**config.mk**
```make
export PLATFORM = sky130hd
export DESIGN_NAME = bsc_div
export DESIGN_NICKNAME = d
export VERILOG_FILES = /design/src/rtl/core/bsc_pkg.sv /design/src/rtl/core/bsc_div.sv
export SDC_FILE = /design/constraint.sdc
export NUM_CORES = 1
export LEC_CHECK = 0
export BUFFER_PORTS_ARGS = -buffer_cell sky130_fd_sc_hd__buf_2
export CORE_MARGIN = 2
export CORE_UTILIZATION = 51
export CTS_BUF_LIST = sky130_fd_sc_hd__clkbuf_16
export DETAILED_ROUTE_END_ITERATION = 16
export GPL_ROUTABILITY_DRIVEN = 0
export PLACE_DENSITY = 0.78
export SETUP_SLACK_MARGIN = 0.5
export SLEW_MARGIN = 15
export SYNTH_ARGS = -nofsm -noshare
export SYNTH_HDL_FRONTEND = slang
export SYNTH_SLANG_ARGS = --single-unit
```
**constraint.sdc**
```tcl
create_clock -name clk -period 3.45 [get_ports clk]
set_clock_uncertainty 0.15 [all_clocks]
set_input_delay 0.69 -clock clk [delete_from_list [all_inputs] [get_ports clk]]
set_output_delay 0.69 -clock clk [all_outputs]
set_load 0.05 [all_outputs]
```
**src/rtl/core/bsc_pkg.sv**
```systemverilog
package bsc_pkg;

  localparam logic [1:0] CMD_LOAD_KNOT  = 2'd0;
  localparam logic [1:0] CMD_LOAD_POINT = 2'd1;
  localparam logic [1:0] CMD_EVALUATE   = 2'd2;
  localparam logic [1:0] CMD_SPARE      = 2'd3;

  localparam logic [1:0] ST_OK        = 2'd0;
  localparam logic [1:0] ST_RANGE     = 2'd1;
  localparam logic [1:0] ST_BAD_INDEX = 2'd2;

  localparam logic REG_DEGREE      = 1'b0;
  localparam logic REG_POINT_COUNT = 1'b1;

  // divider operand widths: |basis| << 16 plus half the divisor, and |den|
  localparam int NUM_W = 61;
  localparam int DEN_W = 19;
  localparam int CNT_W = $clog2(NUM_W + 1);

  typedef struct packed {
    logic [1:0]         cmd;
    logic [6:0]         table_index;
    logic [16:0]        knot_value;
    logic signed [23:0] point_x;
    logic signed [23:0] point_y;
    logic [16:0]        param_u;
  } in_t;

  typedef struct packed {
    logic signed [23:0] curve_x;
    logic signed [23:0] curve_y;
    logic [6:0]         span_found;
    logic [1:0]         status;
  } out_t;

endpackage

```
**src/rtl/core/bsc_div.sv**
```systemverilog
module bsc_div (
  input  logic                        clk,
  input  logic                        rst_n,
  input  logic                        start,
  input  logic [bsc_pkg::NUM_W-1:0]   num,
  input  logic [bsc_pkg::DEN_W-1:0]   den,
  output logic                        done,
  output logic [bsc_pkg::NUM_W-1:0]   quo
);

  logic [bsc_pkg::CNT_W-1:0] cnt_r, cnt_nxt;
  logic                      busy_r, busy_nxt;
  logic                      done_r, done_nxt;
  logic [bsc_pkg::NUM_W-1:0] work_r, work_nxt;
  logic [bsc_pkg::DEN_W-1:0] rem_r, rem_nxt;
  logic [bsc_pkg::DEN_W-1:0] den_r, den_nxt;
  logic [bsc_pkg::DEN_W:0]   trial;
  logic [bsc_pkg::DEN_W:0]   diff;
  logic                      ge;

  // restoring division, one quotient bit a cycle; quotient shifts into work_r
  assign trial = {rem_r, work_r[bsc_pkg::NUM_W-1]};
  assign ge    = trial >= {1'b0, den_r};
  assign diff  = trial - {1'b0, den_r};

  always_comb begin
    cnt_nxt  = cnt_r;
    busy_nxt = busy_r;
    done_nxt = 1'b0;
    work_nxt = work_r;
    rem_nxt  = rem_r;
    den_nxt  = den_r;
    if (start) begin
      work_nxt = num;
      den_nxt  = den;
      rem_nxt  = '0;
      cnt_nxt  = bsc_pkg::CNT_W'(bsc_pkg::NUM_W);
      busy_nxt = 1'b1;
    end else if (busy_r) begin
      work_nxt = {work_r[bsc_pkg::NUM_W-2:0], ge};
      rem_nxt  = ge ? diff[bsc_pkg::DEN_W-1:0] : trial[bsc_pkg::DEN_W-1:0];
      cnt_nxt  = cnt_r - 1'b1;
      if (cnt_r == bsc_pkg::CNT_W'(1)) begin
        busy_nxt = 1'b0;
        done_nxt = 1'b1;
      end
    end
  end

  always_ff @(posedge clk) begin
    if (!rst_n) begin
      busy_r <= 1'b0;
      done_r <= 1'b0;
      cnt_r  <= '0;
    end else begin
      busy_r <= busy_nxt;
      done_r <= done_nxt;
      cnt_r  <= cnt_nxt;
    end
    work_r <= work_nxt;
    rem_r  <= rem_nxt;
    den_r  <= den_nxt;
  end

  assign done = done_r;
  assign quo  = work_r;

endmodule

```
==> results.md <==
* Status: finished, final reports clean
* Multi-input logic area at 2240 µm²
* Global-route wire length before repair at 19,700 µm
* Largest net degree at the start of global routing at 60
* FFs w/ async S/R, synth at 0%
* Clock transition at path regs at about 0.07 ns
* Vias in the first global route at a little over 4,000
* Crit-path cells: inv_1 > ha_1 > nor2b_1 > o2111a_1 > or4_1 > a311o_1 > a21oi_2 > xor2_1 > o21ai_1
* Top post-synthesis cells by area: edfxtp_1 (45%), mux2_2 (13%), dfxtp_1 (10%)
* Commonest register cell after synthesis: edfxtp_1
* Max incr delay on CP at 0.56 ns
* Drc violations at 0
* Nets at 693
* Syn Area/Cell at 12.2 µm²
* Delay-heaviest family, CP: compound AO/OA/AOI/OAI gates
* Die Span X at 106 µm
* Synth top area share at between 40 and 50%
* CP Class: flip-flop to flip-flop
* CP Launch Type: flip-flop
* Routed len/inst at 17.2 µm
* Sequential Area at 2940 µm²
* Min Clock Period, post-route at 2.83 ns
* Cell Pwr Density at 519 nW/µm²
* Yosys top cell by area: edfxtp_1
* CP bufs+invs at 1
* Worst slew margin at between 40% and 50%
* Diode count at 0
* Port Buffers at 144
* Full die area at around 11,000 µm²
* DPL Wire Length at 8810 µm
* Critical Path Fanout Max at 3
* Non-Filler Instances at around 730
* Seq/Total Area, Yosys at between 50% and 60%
* Post-Syn Nets at 544
* CTS Hold Bufs at 0
* Total global routing track utilization at 22.2%
* TNS Setup at 0 ns
* Post-synth EDFFs at 80
* Hold Path Class: flip-flop to flip-flop
* Synthesis-to-finish area growth at 23.4%
* Placed Cells at 705
* Worst-Margin Slew at 0.769 ns
* DRT iter0 DRCs at 258
* Fmax achieved at 353 MHz
* Final WL at ~13,000 µm
* Max VDD drop at roughly 0.38 mV
* Syn. warnings at 0
* WP data required at between 3 and 4 ns
* Share of layout cells above drive strength 1 at 41.1%
* Root buf cell: clkbuf_16
* CP max-delay cell: or4_1
* Arrival time worst endpoint at 2.92 ns
* Vias at 4,064
* Fillers at 834
* Vias per cell at 5.57
* RSZ-0062 raised after global routing: true
* CTS buffer count at 9
* Post-synthesis instance area at 5350 µm²
* Final Hold Vio Count at 0
* Clock Path Buffers at 2
* Synth cell count leaders: edfxtp_1 (80), mux2_2 (60), inv_1 (29), nand2_1 (29), nor2_1 (29)
* Core area at approximately 10,000 µm²
* IO Count at 145
* DRT Pass-1 Iters at 5
* Max_cap viols at 0
* Worst-skew pair later-pin latency at 0.35 ns
* Setup-failing EPs final at 0
* TritonCTS clock tree: built
* Effective utilization at floorplan at 52.1%
* Netlist cell types at 52
* Row cnt at 37
* Pleak at ~2.8 nW
* Syn Inst Count at about 440
* Sink Count at roughly 110
* Initial antenna violation count at 0
* Die height at between 100 and 150 µm
* Remaining Overflow, GRT at 0
* Final period util at 82.1%
* CP endpoint kind: flip-flop
* Max Slew Vio Count at 0
* Top-count cell post-synth: edfxtp_1
* ANT nets after route at 0
* #FFs+latches synth at 107
* CTS H-tree depth at 3
==> path summary, 6_finish.rpt <==
check / to / from / slack (ns) / depth (start not counted)
max: rem_r[17] / den_r[1] / 0.62 / 9
max reg2reg: rem_r[17] / den_r[1] / 0.62 / 9
min: rem_r[2] / rem_r[2] / 0.32 / 2
min reg2reg: rem_r[2] / rem_r[2] / 0.32 / 2
==> tightest hold or removal path: cells and delay by family, from the launching register on <==
kind	cells	cell delay (ns)
and+or+nand+nor	1	0.05
DFF	1	0.33
AOI/OAI and AO/OA	1	0.05
==> power breakdown <==
part | total [mW] | internal, mW | switching (mW) | leakage (nW)
sequential | 1.58 | 1.52 | 0.0627 | 1.02
combinational | 0.753 | 0.243 | 0.510 | 1.67
clock | 1.10 | 0.634 | 0.463 | 0.153
total | 3.43 | 2.39 | 1.04 | 2.84
==> stage by stage <==
stage / hold WS, ns / area [µm²] / setup WS (ns) / utilization [%] / power [mW]
after floorplan: 0.295 / 5350 / 0.638 / - / 2.14
after global placement: 0.310 / 6210 / 0.675 / 60.5 / 2.33
after detailed placement: 0.314 / 6210 / 0.548 / 60.5 / 2.35
after CTS: 0.323 / 6530 / 0.526 / 63.5 / 3.45
after global routing: 0.350 / 6610 / 0.491 / 64.3 / 3.56
final: 0.325 / 6610 / 0.619 / 64.3 / 3.43
==> registers in the layout, indices dropped and copies added (netlist names) <==
| signal | flops |
|---|---|
| done | 1 |
| cnt_r | 6 |
| rem_r | 19 |
| den_r | 19 |
| busy_r | 1 |
| quo | 61 |
==> cell families (layout without fill, tap and decap cells) <==
kind of cell	count (synthesis)	in the layout	synth area share, %
buffers and inverters	48	202	3.55
flip-flops	107	107	55.0
adder cells (fa/ha/maj)	22	22	5.28
XOR/XNOR	19	19	3.11
AO/OA/AOI/OAI	78	78	10.2
multiplexers	68	68	14.1
AND/OR/NAND/NOR	97	97	8.72
==> cell type report <==
cell class                      instances  share of cell area, %
Sequential cell                       107                   44.5
Multi-Input combinational cell        284                   33.8
Timing Repair Buffer                  157                   12.6
Clock buffer                            9                   3.41
Tap cell                              136                   2.58
Inverter                               29                   1.65
Clock inverter                          7                   1.36
==> routing by layer <==
metal  track usage [%]  vias to the layer above  share of wire (%)  wire length (µm)
met1              27.4                     1912                 39              4910
met5                 0                        -                  0                 0
met3              7.60                       28                9.7              1220
li1                  -                     1927                  -                 -
met4              7.98                        0                2.4               304
met2              36.2                      197                 49              6090
==> timing repair <==
item                       CTS  global route
setup endpoints to repair    0            16
resized for setup            0             7
buffers inserted             0             6
==> placed cells by master (no fill, tap or decap), types with 8 or more instances in the layout <==
cell type / instances
nand2_1: 29
dfxtp_1: 27
o21ai_0: 13
mux2i_1: 8
inv_1: 28
ha_1: 21
nand3_1: 13
buf_2: 144
a21oi_1: 12
nor2_1: 28
xnor2_1: 12
clkbuf_16: 9
mux2_2: 60
edfxtp_1: 80
buf_4: 11
(Power assumes the default switching activity.)
